$ cat src/rtl/jsu_pkg.sv
// jsu_pkg: types, constants and helper functions of the json string unescaper
// no dependencies; used by every module of the block but jsu_checker
`default_nettype none

package jsu_pkg;

    // decoder modes, one-hot
    typedef enum logic [5:0] {
        MODE_NORMAL = 6'b000001,
        MODE_ESC    = 6'b000010,
        MODE_HEX8   = 6'b000100,
        MODE_HIGH   = 6'b001000,
        MODE_SKIP   = 6'b010000,
        MODE_LOW    = 6'b100000
    } t_mode;

    localparam logic [7:0] CH_QUOTE = 8'h22;
    localparam logic [7:0] CH_BSLASH = 8'h5c;
    localparam logic [7:0] CH_NUL = 8'h00;
    localparam logic [7:0] CH_X = 8'h78;
    localparam logic [7:0] CH_U = 8'h75;
    localparam logic [7:0] CH_B = 8'h62;
    localparam logic [7:0] CH_F = 8'h66;
    localparam logic [7:0] CH_N = 8'h6e;
    localparam logic [7:0] CH_R = 8'h72;
    localparam logic [7:0] CH_T = 8'h74;

    localparam logic [7:0] CTL_BS = 8'h08;
    localparam logic [7:0] CTL_FF = 8'h0c;
    localparam logic [7:0] CTL_LF = 8'h0a;
    localparam logic [7:0] CTL_CR = 8'h0d;
    localparam logic [7:0] CTL_TAB = 8'h09;

    localparam logic [15:0] SURR_LO = 16'hd800;
    localparam logic [15:0] SURR_HI = 16'hdfff;
    localparam logic [20:0] SUPP_BASE = 21'h10000;

    // one record: up to four output bytes for one input word
    typedef struct packed {
        logic [3:0][7:0] bytes;
        logic [1:0]      cnt;      // number of bytes minus one
        logic            str_end;
    } t_rec;

    // hex digit by the low five bits of the byte; unmapped codes give 0
    function automatic logic [3:0] hex_digit(input logic [4:0] idx);
        logic [3:0] v;
        v = 4'd0;
        if (idx >= 5'd1 && idx <= 5'd6) begin
            v = 4'(idx + 5'd9);
        end else if (idx >= 5'd16 && idx <= 5'd25) begin
            v = 4'(idx - 5'd16);
        end
        return v;
    endfunction

    function automatic t_rec byte_rec(input logic [7:0] b, input logic str_end);
        t_rec r;
        r = '0;
        r.bytes[0] = b;
        r.str_end = str_end;
        return r;
    endfunction

    function automatic t_rec utf8_rec(input logic [20:0] cp);
        t_rec r;
        r = '0;
        if (cp <= 21'h7f) begin
            r.bytes[0] = cp[7:0];
            r.cnt = 2'd0;
        end else if (cp <= 21'h7ff) begin
            r.bytes[0] = {3'b110, cp[10:6]};
            r.bytes[1] = {2'b10, cp[5:0]};
            r.cnt = 2'd1;
        end else if (cp <= 21'hffff) begin
            r.bytes[0] = {4'b1110, cp[15:12]};
            r.bytes[1] = {2'b10, cp[11:6]};
            r.bytes[2] = {2'b10, cp[5:0]};
            r.cnt = 2'd2;
        end else begin
            r.bytes[0] = {5'b11110, cp[20:18]};
            r.bytes[1] = {2'b10, cp[17:12]};
            r.bytes[2] = {2'b10, cp[11:6]};
            r.bytes[3] = {2'b10, cp[5:0]};
            r.cnt = 2'd3;
        end
        return r;
    endfunction

endpackage

`default_nettype wire

$ cat src/rtl/jsu_front.sv
// jsu_front: escape decoder; takes one input byte per word, keeps the escape
// state and builds one output record per byte that yields bytes; uses jsu_pkg
`default_nettype none

module jsu_front
    import jsu_pkg::*;
(
    input  wire logic       i_clk,
    input  wire logic       i_rst_n,
    input  wire logic       i_take,
    input  wire logic [7:0] i_in_byte,
    output t_rec            o_rec,
    output logic            o_rec_vld
);

    t_mode       r_mode, n_mode;
    logic [1:0]  r_dcnt, n_dcnt;
    logic [15:0] r_first, n_first;
    logic [15:0] r_second, n_second;

    logic [3:0]  d;
    logic [15:0] hi_unit;
    logic [15:0] lo_unit;
    logic [20:0] pair_cp;

    assign d = hex_digit(i_in_byte[4:0]);
    assign hi_unit = {r_first[11:0], d};
    assign lo_unit = {r_second[11:0], d};
    assign pair_cp = SUPP_BASE + {1'b0, r_first[9:0], lo_unit[9:0]};

    always_comb begin
        n_mode = r_mode;
        n_dcnt = r_dcnt;
        n_first = r_first;
        n_second = r_second;
        o_rec = '0;
        o_rec_vld = 1'b0;
        case (r_mode)
            MODE_ESC: begin
                n_mode = MODE_NORMAL;
                if (i_in_byte == CH_X) begin
                    n_mode = MODE_HEX8;
                    n_dcnt = 2'd0;
                    n_first = '0;
                end else if (i_in_byte == CH_U) begin
                    n_mode = MODE_HIGH;
                    n_dcnt = 2'd0;
                    n_first = '0;
                end else begin
                    o_rec_vld = 1'b1;
                    if (i_in_byte == CH_B) o_rec = byte_rec(CTL_BS, 1'b0);
                    else if (i_in_byte == CH_F) o_rec = byte_rec(CTL_FF, 1'b0);
                    else if (i_in_byte == CH_N) o_rec = byte_rec(CTL_LF, 1'b0);
                    else if (i_in_byte == CH_R) o_rec = byte_rec(CTL_CR, 1'b0);
                    else if (i_in_byte == CH_T) o_rec = byte_rec(CTL_TAB, 1'b0);
                    else o_rec = byte_rec(i_in_byte, 1'b0);
                end
            end
            MODE_HEX8: begin
                n_first = {8'h00, r_first[3:0], d};
                if (r_dcnt != 2'd0) begin
                    n_dcnt = 2'd0;
                    n_mode = MODE_NORMAL;
                    o_rec_vld = 1'b1;
                    o_rec = byte_rec({r_first[3:0], d}, 1'b0);
                end else begin
                    n_dcnt = r_dcnt + 2'd1;
                end
            end
            MODE_HIGH: begin
                n_first = hi_unit;
                if (r_dcnt == 2'd3) begin
                    n_dcnt = 2'd0;
                    if (hi_unit < SURR_LO || hi_unit > SURR_HI) begin
                        n_mode = MODE_NORMAL;
                        o_rec_vld = 1'b1;
                        o_rec = utf8_rec({5'd0, hi_unit});
                    end else begin
                        n_mode = MODE_SKIP;
                    end
                end else begin
                    n_dcnt = r_dcnt + 2'd1;
                end
            end
            MODE_SKIP: begin
                // the two bytes between the units are dropped unchecked
                if (r_dcnt != 2'd0) begin
                    n_dcnt = 2'd0;
                    n_second = '0;
                    n_mode = MODE_LOW;
                end else begin
                    n_dcnt = r_dcnt + 2'd1;
                end
            end
            MODE_LOW: begin
                n_second = lo_unit;
                if (r_dcnt == 2'd3) begin
                    n_dcnt = 2'd0;
                    n_mode = MODE_NORMAL;
                    o_rec_vld = 1'b1;
                    o_rec = utf8_rec(pair_cp);
                end else begin
                    n_dcnt = r_dcnt + 2'd1;
                end
            end
            default: begin
                n_mode = MODE_NORMAL;
                if (i_in_byte == CH_BSLASH) begin
                    n_mode = MODE_ESC;
                end else if (i_in_byte == CH_QUOTE || i_in_byte == CH_NUL) begin
                    n_dcnt = 2'd0;
                    o_rec_vld = 1'b1;
                    o_rec = byte_rec(8'h00, 1'b1);
                end else begin
                    o_rec_vld = 1'b1;
                    o_rec = byte_rec(i_in_byte, 1'b0);
                end
            end
        endcase
    end

    always_ff @(posedge i_clk) begin
        if (!i_rst_n) begin
            r_mode <= MODE_NORMAL;
            r_dcnt <= '0;
            r_first <= '0;
            r_second <= '0;
        end else if (i_take) begin
            r_mode <= n_mode;
            r_dcnt <= n_dcnt;
            r_first <= n_first;
            r_second <= n_second;
        end
    end

endmodule

`default_nettype wire

$ cat src/rtl/jsu_fifo.sv
// jsu_fifo: short record queue between the decoder and the byte serializer
// uses jsu_pkg for the record type
`default_nettype none

module jsu_fifo
    import jsu_pkg::*;
#(
    parameter int DEPTH = 4
) (
    input  wire logic i_clk,
    input  wire logic i_rst_n,
    input  wire logic i_wr,
    input  t_rec      i_wr_rec,
    input  wire logic i_rd,
    output t_rec      o_head,
    output logic      o_full,
    output logic      o_empty
);

    localparam int AW = $clog2(DEPTH);
    localparam int CW = $clog2(DEPTH + 1);

    t_rec          r_mem [DEPTH];
    logic [AW-1:0] r_wr, r_rd;
    logic [CW-1:0] r_cnt;
    logic          do_wr, do_rd;

    assign o_full = (r_cnt == CW'(DEPTH));
    assign o_empty = (r_cnt == '0);
    assign o_head = r_mem[r_rd];
    assign do_wr = i_wr && !o_full;
    assign do_rd = i_rd && !o_empty;

    always_ff @(posedge i_clk) begin
        if (do_wr) begin
            r_mem[r_wr] <= i_wr_rec;
        end
    end

    always_ff @(posedge i_clk) begin
        if (!i_rst_n) begin
            r_wr <= '0;
            r_rd <= '0;
            r_cnt <= '0;
        end else begin
            if (do_wr) begin
                r_wr <= (r_wr == AW'(DEPTH - 1)) ? '0 : r_wr + 1'b1;
            end
            if (do_rd) begin
                r_rd <= (r_rd == AW'(DEPTH - 1)) ? '0 : r_rd + 1'b1;
            end
            if (do_wr && !do_rd) begin
                r_cnt <= r_cnt + 1'b1;
            end else if (do_rd && !do_wr) begin
                r_cnt <= r_cnt - 1'b1;
            end
        end
    end

endmodule

`default_nettype wire

$ cat src/rtl/jsu_back.sv
// jsu_back: serializer; walks the bytes of the head record one per popped word
// and retires the record after its last byte; uses jsu_pkg
`default_nettype none

module jsu_back
    import jsu_pkg::*;
(
    input  wire logic       i_clk,
    input  wire logic       i_rst_n,
    input  t_rec            i_head,
    input  wire logic       i_head_vld,
    input  wire logic       i_pop,
    output logic            o_retire,
    output logic [7:0]      o_out_byte,
    output logic            o_string_end,
    output logic            o_last
);

    logic [1:0] r_idx;
    logic       take;

    assign o_out_byte = i_head.bytes[r_idx];
    assign o_string_end = i_head.str_end;
    assign o_last = (r_idx == i_head.cnt);
    assign take = i_pop && i_head_vld;
    assign o_retire = take && o_last;

    always_ff @(posedge i_clk) begin
        if (!i_rst_n) begin
            r_idx <= '0;
        end else if (take) begin
            r_idx <= o_last ? 2'd0 : r_idx + 2'd1;
        end
    end

endmodule

`default_nettype wire

$ cat src/rtl/json_string_unescape_unit.sv
// json_string_unescape_unit: json string body unescaper, top level
// uses jsu_pkg, jsu_front, jsu_fifo, jsu_back
//
// input side is a queue: drive i_in_byte and raise push; the word is taken on
// a rising edge where push is high and full is low. the bytes are the string
// body after the opening quote. output side is a queue too: while empty is
// low the oldest output byte is on o_out_byte with o_string_end and o_last,
// and raising pop takes it on that edge.
// every input byte is decoded in the cycle it is taken; bytes that yield
// output leave a record of one to four bytes in a DEPTH-entry queue. the
// first output byte of a word shows at the earliest in the cycle after it is
// taken. input runs at one byte per cycle while full is low; the serializer
// gives one output byte per cycle while pop is high, so a word that expands
// to n bytes holds the serializer until its n bytes are popped, and full
// rises once DEPTH records are queued, the one being serialized included.
// reset (synchronous, active low) returns the decoder to normal copy mode
// and empties the queue. if the receiver stops popping, records pile up and
// full is raised; nothing is dropped.
`default_nettype none

module json_string_unescape_unit
    import jsu_pkg::*;
#(
    parameter int DEPTH = 4
) (
    input  wire logic       i_clk,
    input  wire logic       i_rst_n,
    input  wire logic       push,
    output logic            full,
    input  wire logic [7:0] i_in_byte,
    output logic            empty,
    input  wire logic       pop,
    output logic [7:0]      o_out_byte,
    output logic            o_string_end,
    output logic            o_last
);

    t_rec rec;
    logic rec_vld;
    t_rec head;
    logic retire;
    logic take;

    assign take = push && !full;

    jsu_front u_front (
        .i_clk     (i_clk),
        .i_rst_n   (i_rst_n),
        .i_take    (take),
        .i_in_byte (i_in_byte),
        .o_rec     (rec),
        .o_rec_vld (rec_vld)
    );

    jsu_fifo #(
        .DEPTH (DEPTH)
    ) u_fifo (
        .i_clk    (i_clk),
        .i_rst_n  (i_rst_n),
        .i_wr     (take && rec_vld),
        .i_wr_rec (rec),
        .i_rd     (retire),
        .o_head   (head),
        .o_full   (full),
        .o_empty  (empty)
    );

    jsu_back u_back (
        .i_clk        (i_clk),
        .i_rst_n      (i_rst_n),
        .i_head       (head),
        .i_head_vld   (!empty),
        .i_pop        (pop),
        .o_retire     (retire),
        .o_out_byte   (o_out_byte),
        .o_string_end (o_string_end),
        .o_last       (o_last)
    );

endmodule

`default_nettype wire

$ cat config.mk
export PLATFORM = sky130hd
export DESIGN_NAME = json_string_unescape_unit
export DESIGN_NICKNAME = d
export VERILOG_FILES = /design/src/rtl/jsu_pkg.sv /design/src/rtl/jsu_front.sv /design/src/rtl/jsu_fifo.sv /design/src/rtl/jsu_back.sv /design/src/rtl/json_string_unescape_unit.sv
export SDC_FILE = /design/constraint.sdc
export NUM_CORES = 1
export LEC_CHECK = 0
export ABC_AREA = 1
export BUFFER_PORTS_ARGS = -buffer_cell sky130_fd_sc_hd__clkbuf_2
export CORE_UTILIZATION = 30
export CTS_CLUSTER_DIAMETER = 50
export CTS_CLUSTER_SIZE = 28
export DETAILED_ROUTE_END_ITERATION = 16
export GPL_ROUTABILITY_DRIVEN = 0
export PLACE_DENSITY_LB_ADDON = 0.1
export SLEW_MARGIN = 25
export SYNTH_ARGS = -nofsm -noshare
export SYNTH_HDL_FRONTEND = slang
export SYNTH_SLANG_ARGS = --single-unit
$ cat constraint.sdc
create_clock -name i_clk -period 5.03 [get_ports i_clk]
set_input_delay 0.2515 -clock i_clk [delete_from_list [all_inputs] [get_ports i_clk]]
set_output_delay 0.2515 -clock i_clk [all_outputs]
set_load 0.005 [all_outputs]
==> metrics, run 1 <==
crit path DAT 3.65 ns; Placed Cells 1280; CP Class reg2reg; CTS tree done; non-filler cells, final 1313; Max Cap Viol 0; Clock transition at path regs 0.07 ns; # setup viols final 0; clock network power share 0.340; Worst Tran Pin Value 0.949 ns; mapped cell area 8380 µm²; Max clock buf depth 2; Total Nets Final 958; post-DR wirelength/cell 18.5 µm; via count 6598; max incr delay on CP 0.43 ns; post-route setup TNS 0 ns; worst hold path type in2reg; HPWL reported at the end of detailed placement 16700 µm; commonest non-fill, non-tap cell in the layout nand2_1; clock sink total 161; largest net degree at the start of global routing 43; R2R depth 16; combinational power share 0.223; outcome finished, final reports clean; Synth area leaders edfxtp_1 (44%), dfxtp_1 (8.8%), nand2_1 (6.0%); Slowest cell on crit path fa_1; EDFF count, synth 124; crit path from u_front.r_mode[4]; WHS Endpoint u_fifo.r_mem[0][0]; I/O Buffers 23; crit path capture type flop; Synthesis Warnings 0; layout overhead on the synthesized area 14.6%; r2r setup slk 1.70 ns; Via-to-Cell Ratio 5.03; hold slack 0.201 ns; Total GRT Usage 0.175; Slew headroom 0.367; post-synthesis sequential area ratio 0.533; Chip Height 169 µm; FFs w/ async S/R, synth 0; 1st-iter DRT viols 569; cells after synthesis 910; first-pass GRT wire length 37700 µm; top_reg_cell synth edfxtp_1; hold-critical path depth 2; syn_area_per_cell 9.20 µm²; Switching Share 0.340; critical path fanouts, max 10; Hold Startpoint i_in_byte[6]; startpoint types flop; Final Instance Area 9600 µm²; Root Driver clkbuf_16; Ports 24; cell-internal power 2.58 mW; vias in the first global route 6219; CTS Hold Bufs 0; initial antenna violation count 0; fmax 0.300 GHz; grt total ovfl 0; Diodes inserted 0; synth unique cells 48; Syn Nets 940; Tcrit/Tclk final 0.663; P per Cell Area 407 nW/µm²; largest area contributor in the netlist edfxtp_1; Buf+Inv Stages, Crit Path 3; die area 28600 µm²; Post-Place Cell Area 8960 µm²; Routed Antenna Nets 0; Core Box Area 27200 µm²; htree depth 4; post-cts gate resize count 0; sequential share of power 0.437; Final Hold Viols 0; leak pwr 3.44 nW; router iterations before antenna repair 5; cell family with most CP delay simple AND/OR/NAND/NOR gates; DRC Markers 0; peak supply drop 201 µV; most frequent cells in the layout nand2_1 (134), edfxtp_1 (124), nor2_1 (114), inv_1 (91), o21ai_0 (87); reg2reg end u_fifo.r_cnt[2]; fin. max-slew vios 0; Switch Pwr 1.33 mW; #FFs+latches synth 161; WP data required 5.34 ns; Total Wirelength 24300 µm; Period minus WS final 3.33 ns; starting density of the core 0.308; Post-CTS Setup Inserts 0; R2R Path Start u_front.r_mode[4]; num rows 60; RSZ-0062 raised after global routing no; fraction of layout cells with a size suffix above 1 0.123; Final Skew 0.0187 ns; Synth top area share 0.445; die width 169 µm; TritonCTS buffer count 17; Clk Latency, worst-skew pair 0.44 ns; Cell Chain, Critical Path nor2_1 > nand4_1 > inv_1 > nand3_1 > nand3_1 > nor2_1 > a21oi_1 > nand2_1 > inv_1 > ha_1 > inv_1 > fa_1 > a21oi_1 > o21ai_0 > o21ai_0 > a21oi_1
==> registers in the layout, indices dropped and copies added, names as in the netlist, named ones only <==
signal,flops
u_back.r_idx,2
u_fifo.r_cnt,3
u_fifo.r_mem,124
u_fifo.r_rd,2
u_fifo.r_wr,2
u_front.r_dcnt,2
u_front.r_first,12
u_front.r_mode,6
u_front.r_second,6
==> cell usage after synthesis, drive strengths merged, types with 8 or more instances <==
library cell	number
nand2	151
nor2	125
edfxtp	124
inv	97
o21ai	97
nand3	57
a21oi	54
dfxtp	37
clkbuf	24
o22ai	21
o221ai	20
ha	17
nand4	16
o211ai	13
buf	10
nor3	8
==> cells by family after synthesis <==
family,after synthesis,share of synthesized area
compound gates,227,0.165
xor+xnor,5,0.00523
simple gates,367,0.205
buf+inv,132,0.0647
flops,161,0.533
fa+ha+maj,18,0.0278
==> worst reg2reg max path, stage by stage, from the launching register on <==
cell and delay, ns:
dfxtp_1 0.32, nor2_1 0.18, nand4_1 0.22, inv_1 0.23, nand3_1 0.33, nand3_1 0.20
nor2_1 0.06, a21oi_1 0.12, nand2_1 0.33, inv_1 0.15, ha_1 0.15, inv_1 0.07
fa_1 0.43, a21oi_1 0.14, o21ai_0 0.10, o21ai_0 0.15, a21oi_1 0.05
==> cell type report <==
| class | instances | area [µm²] |
|---|---|---|
| clock inverter | 15 | 183 |
| fill | 2826 | 17600 |
| sequential | 161 | 4470 |
| clock buffer | 17 | 425 |
| tap | 372 | 465 |
| timing repair buffer | 33 | 283 |
| multi-input combinational | 617 | 3400 |
| inverter | 98 | 373 |
==> per-layer routing <==
| layer | track usage | up-vias | share of wire |
|---|---|---|---|
| met4 | 0.0490 | 0 | 0.011 |
| met5 | 0 | - | 0 |
| met2 | 0.277 | 150 | 0.47 |
| met3 | 0.0234 | 18 | 0.033 |
| li1 | - | 3248 | - |
| met1 | 0.250 | 3182 | 0.49 |
==> through the flow <==
stage | power (mW) | setup WS, ns | util
global placement | 2.61 | 1.70 | 0.326
detailed placement | 2.62 | 1.70 | 0.330
floorplan | 2.25 | 1.78 | -
global route | 4.12 | 1.21 | 0.353
CTS | 3.95 | 1.69 | 0.352
finish | 3.90 | 1.70 | 0.353
==> worst max-delay path by stage <==
stage	endpoint	slack (ns)	depth (start not counted)
global route	u_fifo.r_cnt[2]	1.21	16
floorplan	u_fifo.r_mem[0][0]	1.78	9
finish	u_fifo.r_cnt[2]	1.70	16
global placement	u_fifo.r_mem[2][23]	1.70	9
detailed placement	u_fifo.r_cnt[2]	1.70	16
CTS	u_fifo.r_cnt[2]	1.69	16
==> power groups by stage <==
stage,clock network (mW),registers (mW),logic [mW]
3_5_place_dp,0,1.74,0.885
5_1_grt,1.41,1.73,0.985
6_report,1.33,1.70,0.871
4_1_cts,1.36,1.71,0.887
3_3_place_gp,0,1.74,0.864
2_1_floorplan,0,1.68,0.572
Power figures use the tool's default switching activity.
==> run 2: changes to the inputs <==
Settings changed: ABC_AREA 1 to 0.
Clock period 5.03 ns to 3 ns, I/O delays scaled along.
==> run 2 against run 1 <==
  * Worst setup slack lost 1.5 ns
  * Count of clock-buffer cells in the layout unchanged
  * Sequential share of layout area is essentially flat
  * Critical path depth decreased by 4
  * Cell count down 19%
  * Final area unchanged
  * Maximum frequency is 18% higher
  * Clock power increased by 59%
  * Utilization increased by 1.3 points
  * Highest routed layer unchanged
==> metrics, run 2 <==
crit path DAT 3.18 ns (was 3.65 ns); Tcrit/Tclk final 0.943 (was 0.663); first-pass GRT wire length 34100 µm (was 37700 µm); fmax 0.353 GHz (was 0.300 GHz); Clock transition at path regs 0.07 ns (about the same); Via-to-Cell Ratio 5.29 (was 5.03); Max Cap Viol 0 (unchanged); initial antenna violation count 0 (unchanged); EDFF count, synth 124 (unchanged); Ports 24 (unchanged); mapped cell area 8080 µm² (was 8380 µm²); fillcell total 2550 (was 2826); Final Power 5.92 mW (was 3.90 mW); critical path fanouts, max 5 (was 10); I/O Buffers 23 (unchanged); startpoint types flop (unchanged); cells after synthesis 642 (was 910); Buf+Inv Stages, Crit Path 2 (was 3); Final Instance Area 9600 µm² (unchanged); Routed Antenna Nets 0 (unchanged); Clk Latency, worst-skew pair 0.42 ns (was 0.44 ns); outcome finished, final reports clean (unchanged); Final Hold Viols 0 (unchanged); post-route setup TNS 0 ns (unchanged); Cell Chain, Critical Path buf_4 > nor4_2 > nand3b_1 > nand4_1 > nor2b_1 > a211oi_4 > ha_2 > inv_2 > fa_2 > xor2_1 > or3_1 > a21oi_1 (was nor2_1 > nand4_1 > inv_1 > nand3_1 > nand3_1 > nor2_1 > a21oi_1 > nand2_1 > inv_1 > ha_1 > inv_1 > fa_1 > a21oi_1 > o21ai_0 > o21ai_0 > a21oi_1); Total Wirelength 21700 µm (was 24300 µm); commonest cells in the netlist edfxtp_1 (124), nor2_1 (61), dfxtp_1 (37), mux4_2 (37), nand2_1 (37) (was nand2_1 (134), edfxtp_1 (124), nor2_1 (118)); RSZ-0062 raised after global routing no (unchanged); r2r setup slk 0.17 ns (was 1.70 ns); largest area contributor in the netlist edfxtp_1 (unchanged); Syn Nets 672 (was 940); CP Class reg2reg (unchanged); R2R depth 12 (was 16); htree depth 4 (unchanged); clock sink total 161 (unchanged); die width 166 µm (was 169 µm); fin. max-slew vios 0 (unchanged); Hold Startpoint i_rst_n (was i_in_byte[6]); via count 5600 (was 6598); DRC Markers 0 (unchanged); commonest non-fill, non-tap cell in the layout edfxtp_1 (was nand2_1); grt total ovfl 0 (unchanged); Core Box Area 26200 µm² (was 27200 µm²); Period minus WS final 2.83 ns (was 3.33 ns); Synth top area share 0.461 (was 0.445); Placed Cells 1026 (was 1280); WHS Endpoint u_front.r_mode[3] (was u_fifo.r_mem[0][0]); worst hold path type in2reg (unchanged); Chip Height 166 µm (was 169 µm); starting density of the core 0.308 (about the same); FFs w/ async S/R, synth 0 (unchanged); Slew headroom 0.540 (was 0.367); max reg flops 124 (unchanged); post-DR wirelength/cell 20.5 µm (was 18.5 µm); layout overhead on the synthesized area 18.7% (was 14.6%); P per Cell Area 617 nW/µm² (was 407 nW/µm²); R2R Path Start u_front.r_mode[1] (was u_front.r_mode[4]); max incr delay on CP 0.38 ns (was 0.43 ns); Synth area leaders edfxtp_1 (46%), mux4_2 (10%), dfxtp_1 (9.2%) (was edfxtp_1 (44%), dfxtp_1 (8.8%), nand2_1 (6.0%)); num rows 59 (was 60); Post-Place Cell Area 8970 µm² (was 8960 µm²); Final Skew 0.0192 ns (was 0.0187 ns); largest registers u_fifo.r_mem x124, u_front.r_first x12 (unchanged); Total Nets Final 741 (was 958); router iterations before antenna repair 5 (unchanged); Total GRT Usage 0.163 (was 0.175); Max clock buf depth 2 (unchanged); top_reg_cell synth edfxtp_1 (unchanged); non-filler cells, final 1059 (was 1313); Biggest register u_fifo.r_mem (unchanged); syn_area_per_cell 12.6 µm² (was 9.20 µm²); Worst Tran Pin Value 0.688 ns (was 0.949 ns); most frequent cells in the layout edfxtp_1 (124), buf_4 (60), nor2_1 (58), nand2_1 (37), mux4_2 (37) (was nand2_1 (134), edfxtp_1 (124), nor2_1 (114), inv_1 (91), o21ai_0 (87)); largest net degree at the start of global routing 32 (was 43); #FFs+latches synth 161 (unchanged); post-synthesis sequential area ratio 0.552 (was 0.533); reg2reg end u_fifo.r_cnt[2] (unchanged); vias in the first global route 5839 (was 6219); die area 27600 µm² (was 28600 µm²); crit path capture type flop (unchanged); # setup viols final 0 (unchanged); peak supply drop 376 µV (was 201 µV); 1st-iter DRT viols 378 (was 569); cell family with most CP delay simple AND/OR/NAND/NOR gates (unchanged); Root Driver clkbuf_16 (unchanged); Synthesis Warnings 0 (unchanged); Slowest cell on crit path nor4_2 (was fa_1); hold-critical path depth 2 (unchanged); leak pwr 3.34 nW (was 3.44 nW); Diodes inserted 0 (unchanged); fraction of layout cells with a size suffix above 1 0.262 (was 0.123); WP data required 3.35 ns (was 5.34 ns); TritonCTS buffer count 17 (unchanged); CTS tree done (unchanged); most common cell in the synthesized netlist edfxtp_1 (was nand2_1); HPWL reported at the end of detailed placement 15500 µm (was 16700 µm); synth unique cells 68 (was 48)
-- run 2: changes by cell type after synthesis, moves of 16 or more --
cell	delta
o221ai_1	-18
a21oi_1	-33
nand3_1	-35
o21ai_0	-59
nand2_1	-97
mux4_2	+37
inv_1	-70
nor2_1	-57
a22oi_1	+18
mux2i_1	+16
-- run 2: worst max-delay path by stage --
stage / startpoint / endpoint / slack [ns] / cells after the start
floorplan: u_front.r_mode[4] / u_fifo.r_cnt[2] / -0.05 / 12
global placement: u_front.r_mode[1] / u_fifo.r_cnt[2] / 0.04 / 12
detailed placement: u_front.r_mode[1] / u_fifo.r_cnt[2] / -0.01 / 12
CTS: u_front.r_first[7] / u_fifo.r_mem[3][10] / 0.07 / 9
global route: u_front.r_mode[4] / u_fifo.r_cnt[2] / 0.01 / 11
finish: u_front.r_mode[1] / u_fifo.r_cnt[2] / 0.17 / 12
-- run 2: logic make-up (layout without fill, tap and decap cells) --
logic type,Yosys count,count (layout),synth area share
AO/OA/AOI/OAI,122,122,0.102
XOR/XNOR,8,8,0.00867
adder cells (fa/ha/maj),18,18,0.0288
buffers and inverters,58,140,0.0316
flip-flops,161,161,0.552
multiplexers,56,56,0.127
AND/OR/NAND/NOR,219,219,0.150
-- run 2: area by class of cell --
class,count,area (µm²),share of cell area
Sequential cell,161,4470,0.466
Multi-Input combinational cell,423,3400,0.354
Timing Repair Buffer,87,646,0.0673
Clock buffer,17,425,0.0443
Tap cell,335,419,0.0437
Clock inverter,15,161,0.0168
Inverter,21,78.8,0.00821
-- run 2: stage by stage --
| stage | setup WS [ns] | hold WS (ns) | util |
|---|---|---|---|
| 2_1_floorplan | -0.0477 | 0.268 | - |
| 3_3_place_gp | 0.0434 | 0.466 | 0.342 |
| 3_5_place_dp | -0.0132 | 0.491 | 0.342 |
| 4_1_cts | 0.0668 | 0.0781 | 0.365 |
| 5_1_grt | 0.0125 | 0.0953 | 0.366 |
| 6_report | 0.171 | 0.0748 | 0.366 |
-- run 2: worst register-to-register path: cells and delay by family, from the launching register on --
kind	cells	cell delay (ns)
compound gates	2	0.38
xor+xnor	1	0.15
fa+ha+maj	2	0.56
buf+inv	2	0.19
flops	1	0.32
simple gates	5	1.17
-- run 2: layer usage --
layer  share of wire  global-route usage
met4           0.018              0.0528
met3           0.039              0.0322
met1            0.47               0.212
met5               0                   0
met2            0.47               0.273
-- run 2: report_power, final --
group	leakage, nW	switching (mW)	internal (mW)
Sequential	1.42	0.0732	2.62
Clock	0.281	0.998	1.12
Combinational	1.64	0.565	0.548
-- run 2: what timing repair did --
item	4_1_cts	5_1_grt
hold buffers	0	0
setup endpoints to repair	1	34
pin swaps	0	2
gates resized for setup	1	8
setup buffers	0	1
